**src/sv/vonu_pkg.sv**
```systemverilog
// Types, constants and a helper function for the object name checker.
package vonu_pkg;

    // Longest accepted name in bytes; the count saturates one above it.
    localparam int MAX_NAME_BYTES = 1024;
    localparam int CNT_W          = $clog2(MAX_NAME_BYTES + 2);
    localparam int NAME_LEN_W     = 11;
    localparam int PREFIX_LEN     = 27;
    localparam int PREFIX_IDX_W   = $clog2(PREFIX_LEN);

    localparam logic [8*PREFIX_LEN-1:0] PREFIX_STR = ".well-known/acme-challenge/";

    localparam logic [7:0] CHR_LF       = 8'h0a;
    localparam logic [7:0] CHR_CR       = 8'h0d;
    localparam logic [7:0] CHR_DOT      = 8'h2e;
    localparam logic [7:0] ASCII_MAX    = 8'h7f;
    localparam logic [7:0] LEAD_MIN     = 8'hc2;
    localparam logic [7:0] LEAD_MAX     = 8'hf4;
    localparam logic [7:0] LEAD2_MAX    = 8'hdf;
    localparam logic [7:0] LEAD3_MAX    = 8'hef;
    localparam logic [7:0] LEAD_E0      = 8'he0;
    localparam logic [7:0] LEAD_ED      = 8'hed;
    localparam logic [7:0] LEAD_F0      = 8'hf0;
    localparam logic [7:0] LEAD_F4      = 8'hf4;

    typedef enum logic [2:0] {
        ERR_OK       = 3'd0,
        ERR_EMPTY    = 3'd1,
        ERR_TOO_LONG = 3'd2,
        ERR_NEWLINE  = 3'd3,
        ERR_UTF8     = 3'd4,
        ERR_DOT      = 3'd5,
        ERR_DOTDOT   = 3'd6,
        ERR_PREFIX   = 3'd7
    } t_err_code;

    typedef enum logic [1:0] {
        SCAN_NONE    = 2'd0,
        SCAN_NEWLINE = 2'd1,
        SCAN_UTF8    = 2'd2
    } t_scan_err;

    typedef enum logic [2:0] {
        RANGE_80_BF = 3'd0,
        RANGE_A0_BF = 3'd1,
        RANGE_80_9F = 3'd2,
        RANGE_90_BF = 3'd3,
        RANGE_80_8F = 3'd4
    } t_tail_range;

    // Leading dot tracker: 0..2 dots so far, DOTS_OTHER for anything else.
    localparam logic [1:0] DOTS_OTHER = 2'd3;

    typedef struct packed {
        logic [7:0] name_byte;
        logic       last;
        logic       empty_item;
    } t_in;

    typedef struct packed {
        logic [2:0]            error_code;
        logic [NAME_LEN_W-1:0] name_length;
    } t_out;

    function automatic logic [7:0] prefix_byte(input logic [PREFIX_IDX_W-1:0] idx);
        logic [7:0] b;
        b = 8'h00;
        for (int k = 0; k < PREFIX_LEN; k++) begin
            if (idx == PREFIX_IDX_W'(k)) begin
                b = PREFIX_STR[8*(PREFIX_LEN-1-k) +: 8];
            end
        end
        return b;
    endfunction

endpackage

```
**src/sv/validate_object_name_utf8.sv**
```systemverilog
// Streaming object name checker: byte scan, UTF-8 rules and final verdict.
//
//   channel  | handshake             | payload            | role
//   ---------+-----------------------+--------------------+--------------------------
//   in       | i_in_valid/o_in_stall | i_in  (t_in)       | one name byte per item
//   out      | o_out_valid/i_out_stall | o_out (t_out)    | one verdict per name
//
// One item per cycle sustained unless o_out stalls. A closing item's verdict
// passes input register, then result register, and waits while o_out stalls.
// Reset clears the scan state and both valid flags; no clearing pass is needed.
// o_in_stall rises only while the input register holds an item and the result
// register is full and stalled.
module validate_object_name_utf8 (
    input  logic            i_clk,
    input  logic            i_rst_n,
    input  logic            i_in_valid,
    output logic            o_in_stall,
    input  vonu_pkg::t_in   i_in,
    output logic            o_out_valid,
    input  logic            i_out_stall,
    output vonu_pkg::t_out  o_out
);
    import vonu_pkg::*;

    localparam logic [CNT_W-1:0] CNT_SAT    = CNT_W'(MAX_NAME_BYTES + 1);
    localparam logic [CNT_W-1:0] CNT_PREFIX = CNT_W'(PREFIX_LEN);

    logic         r_in_valid;
    t_in          r_in;
    logic         r_out_valid;
    t_out         r_out;

    logic [CNT_W-1:0] r_count,     n_count;
    logic [1:0]       r_tail_left, n_tail_left;
    t_tail_range      r_range,     n_range;
    t_scan_err        r_scan_err,  n_scan_err;
    logic             r_prefix_ok, n_prefix_ok;
    logic [1:0]       r_dots,      n_dots;

    logic       out_free;
    logic       in_move;
    logic [7:0] tail_lo;
    logic [7:0] tail_hi;
    logic [7:0] b;
    t_err_code  verdict;

    assign out_free   = !r_out_valid || !i_out_stall;
    assign in_move    = r_in_valid && out_free;
    assign o_in_stall = r_in_valid && !out_free;
    assign o_out_valid = r_out_valid;
    assign o_out       = r_out;
    assign b           = r_in.name_byte;

    always_comb begin
        unique case (r_range)
            RANGE_A0_BF: begin tail_lo = 8'ha0; tail_hi = 8'hbf; end
            RANGE_80_9F: begin tail_lo = 8'h80; tail_hi = 8'h9f; end
            RANGE_90_BF: begin tail_lo = 8'h90; tail_hi = 8'hbf; end
            RANGE_80_8F: begin tail_lo = 8'h80; tail_hi = 8'h8f; end
            default:     begin tail_lo = 8'h80; tail_hi = 8'hbf; end
        endcase
    end

    // Scan state after taking the byte held in the input register.
    always_comb begin
        n_count     = r_count;
        n_tail_left = r_tail_left;
        n_range     = r_range;
        n_scan_err  = r_scan_err;
        n_prefix_ok = r_prefix_ok;
        n_dots      = r_dots;
        if (!r_in.empty_item) begin
            if (r_scan_err == SCAN_NONE) begin
                if (r_tail_left != 2'd0) begin
                    if (b < tail_lo || b > tail_hi) begin
                        n_scan_err = SCAN_UTF8;
                    end else begin
                        n_tail_left = r_tail_left - 2'd1;
                        n_range     = RANGE_80_BF;
                    end
                end else if (b <= ASCII_MAX) begin
                    if (b == CHR_LF || b == CHR_CR) begin
                        n_scan_err = SCAN_NEWLINE;
                    end
                end else if (b < LEAD_MIN || b > LEAD_MAX) begin
                    n_scan_err = SCAN_UTF8;
                end else if (b <= LEAD2_MAX) begin
                    n_tail_left = 2'd1;
                    n_range     = RANGE_80_BF;
                end else if (b <= LEAD3_MAX) begin
                    n_tail_left = 2'd2;
                    n_range     = (b == LEAD_E0) ? RANGE_A0_BF :
                                  (b == LEAD_ED) ? RANGE_80_9F : RANGE_80_BF;
                end else begin
                    n_tail_left = 2'd3;
                    n_range     = (b == LEAD_F0) ? RANGE_90_BF :
                                  (b == LEAD_F4) ? RANGE_80_8F : RANGE_80_BF;
                end
            end
            if (r_count < CNT_PREFIX &&
                b != prefix_byte(r_count[PREFIX_IDX_W-1:0])) begin
                n_prefix_ok = 1'b0;
            end
            if (r_dots != DOTS_OTHER) begin
                n_dots = (b == CHR_DOT) ? r_dots + 2'd1 : DOTS_OTHER;
            end
            if (r_count < CNT_SAT) begin
                n_count = r_count + CNT_W'(1);
            end
        end
    end

    always_comb begin
        if (n_count == '0) begin
            verdict = ERR_EMPTY;
        end else if (n_count == CNT_SAT) begin
            verdict = ERR_TOO_LONG;
        end else if (n_scan_err == SCAN_NEWLINE) begin
            verdict = ERR_NEWLINE;
        end else if (n_scan_err == SCAN_UTF8 || n_tail_left != 2'd0) begin
            verdict = ERR_UTF8;
        end else if (n_dots == 2'd1 && n_count == CNT_W'(1)) begin
            verdict = ERR_DOT;
        end else if (n_dots == 2'd2 && n_count == CNT_W'(2)) begin
            verdict = ERR_DOTDOT;
        end else if (n_prefix_ok && n_count >= CNT_PREFIX) begin
            verdict = ERR_PREFIX;
        end else begin
            verdict = ERR_OK;
        end
    end

    always_ff @(posedge i_clk) begin
        if (!i_rst_n) begin
            r_in_valid  <= 1'b0;
            r_out_valid <= 1'b0;
            r_count     <= '0;
            r_tail_left <= 2'd0;
            r_range     <= RANGE_80_BF;
            r_scan_err  <= SCAN_NONE;
            r_prefix_ok <= 1'b1;
            r_dots      <= 2'd0;
        end else begin
            if (!o_in_stall) begin
                r_in_valid <= i_in_valid;
            end
            if (out_free) begin
                r_out_valid <= in_move && r_in.last;
            end
            if (in_move) begin
                // Close the name: drop back to the start state.
                if (r_in.last) begin
                    r_count     <= '0;
                    r_tail_left <= 2'd0;
                    r_range     <= RANGE_80_BF;
                    r_scan_err  <= SCAN_NONE;
                    r_prefix_ok <= 1'b1;
                    r_dots      <= 2'd0;
                end else begin
                    r_count     <= n_count;
                    r_tail_left <= n_tail_left;
                    r_range     <= n_range;
                    r_scan_err  <= n_scan_err;
                    r_prefix_ok <= n_prefix_ok;
                    r_dots      <= n_dots;
                end
            end
        end
    end

    // Payload registers load without reset.
    always_ff @(posedge i_clk) begin
        if (!o_in_stall && i_in_valid) begin
            r_in <= i_in;
        end
        if (in_move && r_in.last) begin
            r_out.error_code  <= verdict;
            r_out.name_length <= NAME_LEN_W'(n_count);
        end
    end

    a_last_gives_result: assert property (@(posedge i_clk) disable iff (!i_rst_n)
        in_move && r_in.last |=> r_out_valid)
        else $error("closing item did not produce a verdict");

    a_state_cleared: assert property (@(posedge i_clk) disable iff (!i_rst_n)
        in_move && r_in.last |=> r_count == '0 && r_tail_left == 2'd0 &&
                                 r_scan_err == SCAN_NONE && r_prefix_ok)
        else $error("scan state not cleared after a name closed");

    a_count_bound: assert property (@(posedge i_clk) disable iff (!i_rst_n)
        r_count <= CNT_SAT)
        else $error("byte count passed its saturation value");

    a_result_held: assert property (@(posedge i_clk) disable iff (!i_rst_n)
        r_out_valid && i_out_stall |=> r_out_valid && $stable(r_out))
        else $error("stalled verdict changed");

endmodule
```
**config.mk**
```make
export PLATFORM = sky130hd
export DESIGN_NAME = validate_object_name_utf8
export DESIGN_NICKNAME = d
export VERILOG_FILES = /design/src/sv/vonu_pkg.sv /design/src/sv/validate_object_name_utf8.sv
export SDC_FILE = /design/constraint.sdc
export NUM_CORES = 1
export LEC_CHECK = 0
export BUFFER_PORTS_ARGS = -buffer_cell sky130_fd_sc_hd__buf_2
export CAP_MARGIN = 10
export CORE_MARGIN = 5
export CORE_UTILIZATION = 40
export CTS_CLUSTER_DIAMETER = 60
export DETAILED_ROUTE_END_ITERATION = 12
export SYNTH_ARGS = -nofsm -noshare
export SYNTH_HDL_FRONTEND = slang
export SYNTH_SLANG_ARGS = --single-unit
```
**constraint.sdc**
```tcl
create_clock -name i_clk -period 3.1 [get_ports i_clk]
set_input_delay 0.62 -clock i_clk [delete_from_list [all_inputs] [get_ports i_clk]]
set_output_delay 0.62 -clock i_clk [all_outputs]
set_load 0.02 [all_outputs]
```
**Word level (Yosys, flattened, before mapping)**

Index checks and enable logic that the tools add are counted.

- Muxes and demuxes: 76
- $add $sub $neg: 3
- Order comparisons: 10
- Eq/ne operators: 50
- Reduce and logical (&&, ||, !) cells: 25

Operator list:

| operator | number |
|---|---|
| $mux 8 | 27 |
| $eq 5x5->1 const B | 11 |
| $mux 2 | 24 |
| $mux 3 | 15 |
| $eq 5x4->1 const B | 8 |
| $mux 11 | 3 |
| $eq 8x8->1 const B | 4 |
| $pmux 6 s2 | 2 |
| $eq 5x3->1 const B | 4 |
| $eq 8x4->1 const B | 2 |
| $le 8x8->1 const B | 2 |
| $add 11x1->11 const B | 1 |
| $eq 11x1->1 const B | 1 |
| $eq 11x11->1 const B | 1 |
| $eq 11x2->1 const B | 1 |
| $ge 11x5->1 const B | 1 |
| $logic_not 11->1 | 1 |
| $lt 11x11->1 const B | 1 |
| $lt 11x5->1 const B | 1 |
| $eq 5x2->1 const B | 2 |
| $ne 3x3->1 const B | 3 |
| $eq 8x6->1 const B | 1 |
| $gt 8x8->1 | 1 |
| $gt 8x8->1 const B | 1 |
| other kinds (24) | 46 |

- Output and inout bits: 16
- Bits in registers: 47
- Logic and storage cells: 178
- Input bits: 14

**Depth between registers and ports, before layout**

Gate-level depths: netlist of run 1.

- Depth in word-level cells: 40
- Mapped depth: 14
- Depth with buffers taken out: 13

**Least setup slack after synthesis of run 1**

No wires, ideal clock.

- Path kind: register to register
- From: reg r_count[0]
- To: reg r_out (netlist bit o_out[11]), data pin
- Period minus slack after synthesis: 3.276 ns
- Data required time: 2.965 ns
- Arrival: 3.141 ns
- Library setup time: 0.135 ns
- Slack: -0.176 ns
- Cell stages (with the launch flop): 15
- Path buffers: 3
- Cell sequence: dfxtp_1 -> clkbuf_1 -> inv_1 -> ha_1 -> buf_6 -> or3_1 -> buf_2 -> a211oi_1 -> and4_1 -> a21oi_1 -> a31o_2 -> nor4b_1 -> o211ai_1 -> or4_1 -> nand3_1

- Cells in the longest elaborated chain, start to end: 40
- Elaborated cells between the ends (all ways): 78
- Classes of those cells: 1 x add/sub; 3 x order compare; 30 x eq/ne; 38 x mux; 6 x reduce/logical

Ends and longest elaborated chain:

| what | line | RTL |
|---|---|---|
| start, declared | validate_object_name_utf8.sv:33 | `logic [CNT_W-1:0] r_count, n_count;` |
| start signal, assigned | validate_object_name_utf8.sv:160 | `r_count <= n_count;` |
| $logic_not 5->1 | vonu_pkg.sv:69 | `if (idx == PREFIX_IDX_W'(k)) begin` |
| $mux 6 | vonu_pkg.sv:69 |  |
| $mux 8 (26 in series) | vonu_pkg.sv:69 |  |
| $mux 8 | validate_object_name_utf8.sv:72 | `if (!r_in.empty_item) begin` |
| $ne 8x8->1 | validate_object_name_utf8.sv:101 | `b != prefix_byte(r_count[PREFIX_IDX_W-1:0])) begin` |
| $logic_and 1x1->1 | validate_object_name_utf8.sv:100 | `if (r_count < CNT_PREFIX &&` |
| $mux 1 | validate_object_name_utf8.sv:100 |  |
| $mux 1 | validate_object_name_utf8.sv:72 |  |
| $logic_and 1x1->1 | validate_object_name_utf8.sv:126 | `end else if (n_prefix_ok && n_count >= CNT_PREFIX) begin` |
| $mux 3 | validate_object_name_utf8.sv:126 |  |
| $mux 3 | validate_object_name_utf8.sv:124 | `end else if (n_dots == 2'd2 && n_count == CNT_W'(2)) begin` |
| $mux 3 | validate_object_name_utf8.sv:122 | `end else if (n_dots == 2'd1 && n_count == CNT_W'(1)) begin` |
| $mux 3 | validate_object_name_utf8.sv:120 | `end else if (n_scan_err == SCAN_UTF8 \|\| n_tail_left != 2'd0) begin` |
| $mux 2 | validate_object_name_utf8.sv:118 | `end else if (n_scan_err == SCAN_NEWLINE) begin` |
| $mux 2 | validate_object_name_utf8.sv:116 | `end else if (n_count == CNT_SAT) begin` |
| end, declared | validate_object_name_utf8.sv:31 | `t_out r_out;` |

Several ways; a longest one is shown, not always the timed one. The select of a mux whose other input is x is not followed.
A chain may end at the register's enable or synchronous reset.

**Worst setup path after layout of run 1**

Same ends and word-level chain as after synthesis.

==> impl_results.md, run 1 <==
* Routed length per instance at 16.1 um
* Largest net degree at the start of global routing at 27
* Fin Setup TNS at -1.60 ps
* Failing checks: setup timing
* Worst VDD drop at ~0.20 mV
* Final wirelength at 9790 um
* Yosys top cell by area: edfxtp_1
* Slowest-stage cell, CP: or4_1
* Drt drc at 0
* Antenna viol nets, final at 0
* CP peak stage delay at approximately 540 ps
* Startpoint types: register
* Leading post-synthesis cells by cell area: edfxtp_1 (20%), dfxtp_1 (13%), nor2b_1 (3.6%)
* Hold Crit Class: register to register
* Yosys reg bits at 47
* Final HPWL DP at 7390 um
* IO Pins at 30
* Slew headroom at 40.4%
* Mapped Cells at about 440
* Max Slew Vio Count at 0
* Clk_lat worst skew at 300 ps
* Row cnt at 34
* Vert. Die Dim at 106 um
* Syn nets at 461
* Gpl congestion at around 0.90
* RSZ-0062 raised after global routing: true
* Min Tclk post-route at roughly 3100 ps
* Fmax at 322 MHz
* Worst Skew at 7.22 ps
* Final Cycle Share at 100%
* Final setup viols at 1
* Synth unique cells at 77
* Initial Util at 41.5%
* Clock Tree Root: clkbuf_8
* Primary FF master, synth: edfxtp_1
* Worst reg2reg path depth at 11
* Status: finished, violations left
* P_leak at 1.84 nW
* Largest delay share family, worst path: simple AND/OR/NAND/NOR gates
* Post-synth ARST share at 0%
* Commonest cells after routing, fill and taps aside: buf_4 (54), nand2_1 (33), nor2_1 (30), buf_2 (29), edfxtp_1 (24)
* Clk slew on worst S/H paths at ~90 ps
* Final Hold Vio Count at 0
* Via-to-Cell Ratio at ~5.8
* Global-route wire length before repair at 16,500 um
* Arrival time at the worst endpoint at ~3300 ps
* Full die area at roughly 11,000 um2
* CTS buffer count at 5
* Register area share after synthesis at 32.3%
* Worst Path Required at 3270 ps
* Max-cap violations at 0
* Share of post-route cells with drive strength above 1 at 28.8%
* Flop2flop setup slack at -2 ps
* Core area at roughly 8800 um2
* Chip width at between 100 and 150 um
* Antenna violations before repair at 0
* Synthesis-to-finish area growth at 23.4%
* Slew @ Worst Pin at around 900 ps
* Area share of the largest cell type after synthesis at between 10% and 20%
* Post-Syn Area at around 3700 um2
* CP Max Fanout at 5
* Final total power at about 1.4 mW
* CTS tree: yes
* R2R Path End: o_out[11]
* CTS Hold Bufs at 0
* Critical path type: register to register
* Overflow after GRT at 0
* Vias at approximately 3,500
* Worst path cell trace: buf_4 > ha_2 > or3_4 > a211oi_2 > and4_1 > a21oi_1 > or2_0 > nor4b_4 > o211ai_1 > or4_1 > nand3_1
* CTS max path bufs at 2
* Avg Cell Area, Syn at ~8.4 um2
* Hold Slack at ~470 ps
* Commonest non-fill, non-tap cell in the layout: buf_4
* GRT Util Overall at roughly 18%
* Count of flip-flops with a built-in enable after synthesis at 24
* CP bufs+invs at 1
* DR iter-0 viols at around 240
* Hold Path Depth at 1
* Setup ws final at -1.60 ps
* Sink Count at 47
* R2r startpoint: r_count[0]
* Place WS at -185 ps
* I/O Buffers at 29
* Cell Pwr Density at between 300 and 400 nW/um2
* Diode count at 0
* Hold path startpoint: r_prefix_ok
* Worst Hold Path EP: r_prefix_ok
* Nets at around 520
* Synth warnings at 0
* Vias in the first global route at 3,443
* 1st-pass router iterations at 5
* CP Capture Type: register
* H-tree lvl count at 2
[through the flow]
step	utilization [%]	std cells	cell area (um2)
after global routing	51.2	608	4510
after CTS	50.6	608	4450
after global placement	48.0	600	4230
after floorplan	-	437	3670
final	51.2	608	4510
after detailed placement	48.0	600	4230
[worst reg2reg max path: stages, from the launching register on]
cell and delay [ps]:
dfxtp_4 370, buf_4 130, ha_2 210, or3_4 410, a211oi_2 200, and4_1 280, a21oi_1 90, or2_0 250
nor4b_4 290, o211ai_1 110, or4_1 540, nand3_1 90
[power breakdown]
group	internal (mW)	total (mW)	switching, mW
combinational	0.0901	0.208	0.118
sequential	0.668	0.684	0.0154
clock	0.322	0.530	0.208
total	1.08	1.42	0.341
[synth_stat cells (all sizes together) (3+ instances only)]
library cell	number
a211oi	4
a21boi	4
a21oi	18
a221oi	6
a22oi	12
a31oi	5
and2	8
and3	12
and4	4
buf	17
clkbuf	13
dfxtp	23
edfxtp	24
ha	10
inv	19
mux2i	4
nand2	33
nand2b	7
nand3	17
nand3b	3
nand4	5
nor2	31
nor2b	21
nor3	23
nor3b	5
nor4	7
nor4b	3
o211ai	4
o21ai	24
o22ai	3
o31ai	4
or2	6
or3	6
or4	7
xnor2	10
xor2	5
[cells by family (layout without fill, tap and decap cells)]
logic type,count (synthesis),in the layout,share of synthesized area (%)
adder cells (fa/ha/maj),10,10,3.42
AO/OA/AOI/OAI,106,106,21.2
buffers and inverters,50,113,6.47
XOR/XNOR,15,15,3.60
multiplexers,4,4,1.10
flip-flops,47,47,32.3
AND/OR/NAND/NOR,205,205,31.8
[worst max path at each step]
stage,startpoint,to,slack [ps],cells after the start
floorplan,r_count[0],o_out[11],10,14
global placement,r_count[1],o_out[11],-140,12
detailed placement,r_count[1],o_out[11],-180,12
CTS,r_range[1],o_out[11],10,10
global route,r_count[0],o_out[11],-90,13
finish,r_count[0],o_out[11],-2,11
[state kept, by name, indices dropped and copies added, names as in the netlist]
name	cells
b	8
r_in_valid	1
r_range	3
r_scan_err	2
o_out	14
r_tail_left	2
o_out_valid	1
r_dots	2
r_count	11
r_in	2
r_prefix_ok	1
[area by class of cell]
class	instances	area [um2]
fillers	851	4300
multi-input cells	340	2380
flip-flops and latches	47	1190
repair buffers	85	591
well taps	108	135
inverters	20	75.1
clock buffers	6	72.6
clock inverters	2	60.1
[what timing repair did]
item | CTS | global route
pin swaps | 3 | 2
hold endpoints to repair | 0 | 0
gates resized for setup | 23 | 12
setup endpoints to repair | 3 | 3
setup buffers | 0 | 0
[routing by layer]
metal / vias to the layer above / share of wire, % / GRT usage [%]
met4: 0 / 1.5 / 4.44
met2: 92 / 50 / 30.7
li1: 1739 / - / -
met1: 1659 / 44 / 22.8
met5: - / 0 / 0
met3: 15 / 4.4 / 3.73
No activity file was read; power rests on OpenSTA's default activity.
==> inputs of run 2 (changes only) <==
--- a/config.mk
+++ b/config.mk
@@ -5,12 +5,14 @@
 export SDC_FILE = /design/constraint.sdc
 export NUM_CORES = 1
 export LEC_CHECK = 0
-export BUFFER_PORTS_ARGS = -buffer_cell sky130_fd_sc_hd__buf_2
 export CAP_MARGIN = 10
 export CORE_MARGIN = 5
 export CORE_UTILIZATION = 40
 export CTS_CLUSTER_DIAMETER = 60
+export CTS_CLUSTER_SIZE = 12
 export DETAILED_ROUTE_END_ITERATION = 12
+export DONT_BUFFER_PORTS = 1
+export SLEW_MARGIN = 20
 export SYNTH_ARGS = -nofsm -noshare
 export SYNTH_HDL_FRONTEND = slang
 export SYNTH_SLANG_ARGS = --single-unit
==> run 2 against run 1 <==
Compared with the run above:
- the run now ends clean
- fmax grew 2.5%
- critical path depth down 1
- first-iteration DRC count fell by 7.7%
- design area is 0.97% lower
- clock power shrank 14%
- critical path type unchanged
- largest cell class unchanged
- largest power group unchanged
==> impl_results.md, run 2 (same netlist as run 1, synthesis figures left out) <==
* Clk slew on worst S/H paths at 100 ps
* Synthesis-to-finish area growth at 22.2%
* Clock Tree Root: clkbuf_8
* Slew @ Worst Pin at roughly 970 ps
* Fmax at between 300 and 400 MHz
* Final setup viols at 0
* GRT Util Overall at 17.4%
* Vias in the first global route at ~3,200
* Initial Util at 41.5%
* Nets at approximately 500
* Clk pwr share at approximately a third
* Drt drc at 0
* Gpl congestion at 0.937
* Sink Count at 47
* Diode count at 0
* Max Slew Vio Count at 0
* Flop2flop setup slack at 70 ps
* Final instance area at ~4500 um2
* Global-route wire length before repair at 16,100 um
* R2r startpoint: r_count[3]
* CTS buffer count at 5
* Final std cells w/o fill at just under 600
* CTS Hold Bufs at 0
* Vert. Die Dim at approximately 110 um
* Worst Hold Path EP: r_in[1]
* Final Hold Vio Count at 0
* Status: completed
* RSZ-0062 raised after global routing: true
* Final wirelength at ~9800 um
* Cell Pwr Density at 299 nW/um2
* Row cnt at 34
* Arrival time at the worst endpoint at 3090 ps
* Chip width at roughly 110 um
* Slew headroom at 35.2%
* Largest net degree at the start of global routing at 28
* Via-to-Cell Ratio at between 5 and 6
* Hold path startpoint: i_in[1]
* H-tree lvl count at 2
* Hold Crit Class: input pin to register
* Worst reg2reg path depth at 10
* Worst Path Required at approximately 3200 ps
* Hold Path Depth at 0
* Placed Cells incl. Taps at between 500 and 600
* Final HPWL DP at roughly 7300 um
* Routed length per instance at between 15 and 20 um
* Clk_lat worst skew at between 300 and 400 ps
* 1st-pass router iterations at 7
* Vias at 3,485
* Int Power at 995 uW
* Net Sw Frac at 25.6%
* Combinational share of power at 14.4%
* Antenna violations before repair at 0
* P_leak at approximately 1.8 nW
* Overflow after GRT at 0
* Final total power at ~1.3 mW
* Commonest non-fill, non-tap cell in the layout: buf_4
* Core area at 8810 um2
* DR iter-0 viols at ~220
* IO Pins at 30
* CP Max Fanout at 27
* Antenna viol nets, final at 0
* Full die area at approximately 11,000 um2
* Critical path type: register to register
* Worst VDD drop at between 0.2 and 0.25 mV
* Share of post-route cells with drive strength above 1 at about 27%
* Hold Slack at between 400 and 500 ps
* Min Tclk post-route at about 3000 ps
* Max-cap violations at 0
* CTS max path bufs at 2
* CTS tree: yes
* R2R Path End: o_out[13]
* I/O Buffers at 0
* Sequential share of power at 51.6%
* Post-DP Area at a little over 4000 um2
* Worst Skew at 11.1 ps
* Largest register FFs at 14
* Final Cycle Share at between 90 and 100%
* CP Capture Type: register
* Switching power at between 300 and 400 uW
* Commonest cells after routing, fill and taps aside: buf_4 (63), nand2_1 (33), nor2_1 (31), edfxtp_1 (24)
* Startpoint types: register
==> run 2: cell count changes in the layout (fill, tap and decap cells not counted), sizes merged <==
cell,change
bufinv,-1
clkinv,+2
clkbuf,-1
buf,-19
==> run 2: area by class of cell <==
cell class / count / area, um2
Clock buffer: 5 / 68.8
Clock inverter: 3 / 43.8
Fill cell: 820 / 4340
Inverter: 20 / 75.1
Multi-Input combinational cell: 340 / 2410
Sequential cell: 47 / 1190
Tap cell: 108 / 135
Timing Repair Buffer: 66 / 533
==> run 2: worst max-delay path by stage <==
stage	from	slack, ps	end
6_report	r_count[3]	70	o_out[13]
5_1_grt	r_range[2]	-90	o_out[11]
4_1_cts	r_count[0]	4	o_out[11]
3_5_place_dp	r_count[1]	-140	o_out[11]
3_3_place_gp	r_range[1]	-80	o_out[11]
2_1_floorplan	r_count[0]	10	o_out[11]
==> run 2: per-layer routing <==
layer / GRT usage, % / vias to the layer above / share of wire [%]
met5: 0 / - / 0
met4: 5.55 / 0 / 1.9
met3: 3.48 / 15 / 5.4
met2: 27.6 / 113 / 46
met1: 23.7 / 1659 / 47
li1: - / 1698 / -
==> run 2: power groups by stage <==
| stage | registers (mW) | clock network [mW] | logic [mW] |
|---|---|---|---|
| finish | 0.690 | 0.454 | 0.193 |
| global route | 0.692 | 0.501 | 0.212 |
| floorplan | 0.699 | 0 | 0.130 |
| CTS | 0.692 | 0.463 | 0.182 |
| global placement | 0.706 | 0 | 0.169 |
| detailed placement | 0.707 | 0 | 0.171 |
==> run 2: worst max-delay path, cell delays in order (launching register included) <==
cell and delay [ps]:
dfxtp_1 440, buf_12 190, and4bb_2 260, a211oi_1 320, a21boi_0 390, o21ai_0 170, xnor2_1 140, and4_1 210
o22ai_1 240, nor2_1 90, o311a_1 330
==> run 2: timing repair <==
action | 4_1_cts | 5_1_grt
gates resized for setup | 24 | 19
pin swaps | 3 | 16
endpoints found under the setup margin | 3 | 3
buffers inserted | 0 | 4
endpoints found under the hold margin | 0 | 0
==> run 2: stage by stage <==
| step | worst slack, ps | util, % | setup TNS (ps) |
|---|---|---|---|
| floorplan | 10.8 | - | 0 |
| global placement | -78.1 | 46.8 | -93.2 |
| detailed placement | -144 | 46.8 | -202 |
| CTS | 3.95 | 49.4 | 0 |
| global route | -87.0 | 50.7 | -136 |
| finish | 73.2 | 50.7 | 0 |
==> inputs of run 3 (changes only) <==
--- a/config.mk
+++ b/config.mk
@@ -6,6 +6,7 @@
 export NUM_CORES = 1
 export LEC_CHECK = 0
 export CAP_MARGIN = 10
+export CORE_ASPECT_RATIO = 1.5
 export CORE_MARGIN = 5
 export CORE_UTILIZATION = 40
 export CTS_CLUSTER_DIAMETER = 60
==> run 3 against run 2 <==
Compared with the run above:
- sequential share of layout area shrank 0.35 points
- clock-buffer cell count rose by 1
- critical path type unchanged
- design area rose by 1.5%
- the run now ends with setup timing left
- core utilization increased by 0.35 points
- critical endpoint is now o_out[11]
- setup slack got worse by 77 ps
- via count up 2.2%
==> impl_results.md, run 3 (same netlist as run 1, synthesis figures left out) <==
* Antenna viol nets, final at 0
* Startpoint types: register
* GRT Util Overall at a little under a fifth
* Largest delay share family, worst path: simple AND/OR/NAND/NOR gates
* Row cnt at 42
* Drt drc at 0
* Worst Path Required at 3260 ps
* Slew @ Worst Pin at 773 ps
* Final setup viols at 1
* Largest register FFs at 14
* Vias in the first global route at between 3,000 and 4,000
* Commonest cells after routing, fill and taps aside: buf_4 (60), nand2_1 (33), nor2_1 (30), edfxtp_1 (24), nor3_1 (22)
* Max-cap violations at 0
* Chip width at ~90 um
* Slowest-stage cell, CP: or4b_4
* P_leak at 1.79 nW
* Nets at 500
* Commonest non-fill, non-tap cell in the layout: buf_4
* Min Tclk post-route at about 3100 ps
* IO Pins at 30
* Full die area at ~11,000 um2
* I/O Buffers at 0
* CP peak stage delay at roughly 600 ps
* H-tree lvl count at 2
* CTS buffer count at 5
* DR iter-0 viols at ~310
* CP Max Fanout at 5
* Worst VDD drop at about 0.29 mV
* Worst path cell trace: xnor2_2 > nor2_1 > ha_1 > and4_1 > a31oi_2 > or4b_4 > a221o_1 > a21oi_2 > nand2_1 > or4_1 > nand3_1
* Global-route wire length before repair at roughly 17,000 um
* Fillers at between 800 and 900
* Clk_lat worst skew at 290 ps
* CP startpoint: r_range[1]
* Diode count at 0
* Sequential share of power at around 44%
* Failing checks: setup timing
* Layout Utilization at just over 50%
* Synthesis-to-finish area growth at 24.1%
* CTS tree: yes
* Share of post-route cells with drive strength above 1 at 27.7%
* Final wirelength at 10,500 um
* Arrival time at the worst endpoint at between 3000 and 4000 ps
* Net Sw Frac at roughly a quarter
* Worst Skew at around 8.0 ps
* Hold Crit Class: input pin to register
* 1st-pass router iterations at 5
* Via-to-Cell Ratio at 6.06
* Final Hold Vio Count at 0
* Int Power at roughly 1.2 mW
* Fmax at about 320 MHz
* Sink Count at 47
* Final total power at roughly 1.6 mW
* Antenna violations before repair at 0
* CP bufs+invs at 0
* Max Slew Vio Count at 0
* Combinational share of power at approximately an eighth
* Core area at just under 9000 um2
* RSZ-0062 raised after global routing: true
* Fin Setup TNS at -3.74 ps
* Slew headroom at 48.4%
* R2r startpoint: r_range[1]
* Final HPWL DP at 7780 um
* Status: finished, violations left
* Final Cycle Share at 100%
* Gpl congestion at 0.946
* Initial Util at a little over 40%
* Vert. Die Dim at approximately 130 um
* Cell Pwr Density at around 350 nW/um2
* Switching power at ~380 uW
* Largest net degree at the start of global routing at 28
* Clk pwr share at between 40% and 50%
* Clk slew on worst S/H paths at around 70 ps
* Routed length per instance at about 18 um
* Overflow after GRT at 0
* CTS max path bufs at 2
* Critical path type: register to register
* Vias at 3,560
* Clock Tree Root: clkbuf_16
* CP Capture Type: register
* Setup ws final at -3.74 ps
* Hold path startpoint: i_in[6]
[run 3: changes by cell type in the layout (fill, tap and decap cells not counted), moves of 2 or more]
cell,change
clkbuf_16,+6
clkbuf_8,-5
buf_4,-3
buf_12,-2
o22ai_1,-2
o22ai_2,+2
[run 3: repair_timing]
action	in CTS	in global routing
hold buffers	0	0
setup endpoints to repair	3	3
pin swaps	1	12
setup buffers	0	5
gates resized for setup	15	37
[run 3: final timing paths]
path                            cells after the start  slack, ps          end
worst min-delay path                                0        430         b[4]
worst max register to register                     11         -4    o_out[11]
worst max-delay path                               11         -4    o_out[11]
worst min register to register                      1        500  r_prefix_ok
[run 3: worst register-to-register path, delay by kind of cell (launching register included)]
kind / cells / cell delay [ps]
AOI/OAI and AO/OA: 3 / 650
xor gates and xnor gates: 1 / 140
adders and majority gates: 1 / 290
DFF: 1 / 370
and+or+nand+nor: 6 / 1530
[run 3: final cells by class]
class	instances	area, um2	share of cell area [%]
repair buffers	62	482	10.6
multi-input cells	340	2450	54.0
clock buffers	6	150	3.31
inverters	20	75.1	1.66
flip-flops and latches	47	1200	26.4
clock inverters	2	41.3	0.911
well taps	110	138	3.04
[run 3: stage by stage]
step / std cells / hold slack [ps] / instance area, um2 / setup WS, ps
final: 587 / 431 / 4530 / -3.74
after global routing: 587 / 419 / 4530 / -76.6
after CTS: 582 / 425 / 4340 / -36.8
after detailed placement: 574 / 450 / 4080 / -218
after global placement: 574 / 434 / 4080 / -113
after floorplan: 437 / 420 / 3670 / 10.8
[run 3: metal layers]
layer,wire length [um],track usage [%],vias to the layer above
met4,265,7.21,0
met2,5640,33.3,121
met1,4200,22.6,1729
li1,-,-,1694
met3,448,2.90,16
met5,0,0,-
[run 3: power groups by stage]
stage / Sequential (mW) / Clock, mW / Combinational [mW]
after CTS: 0.693 / 0.694 / 0.181
after floorplan: 0.699 / 0 / 0.130
after detailed placement: 0.708 / 0 / 0.172
after global placement: 0.707 / 0 / 0.171
after global routing: 0.693 / 0.724 / 0.216
final: 0.692 / 0.680 / 0.199
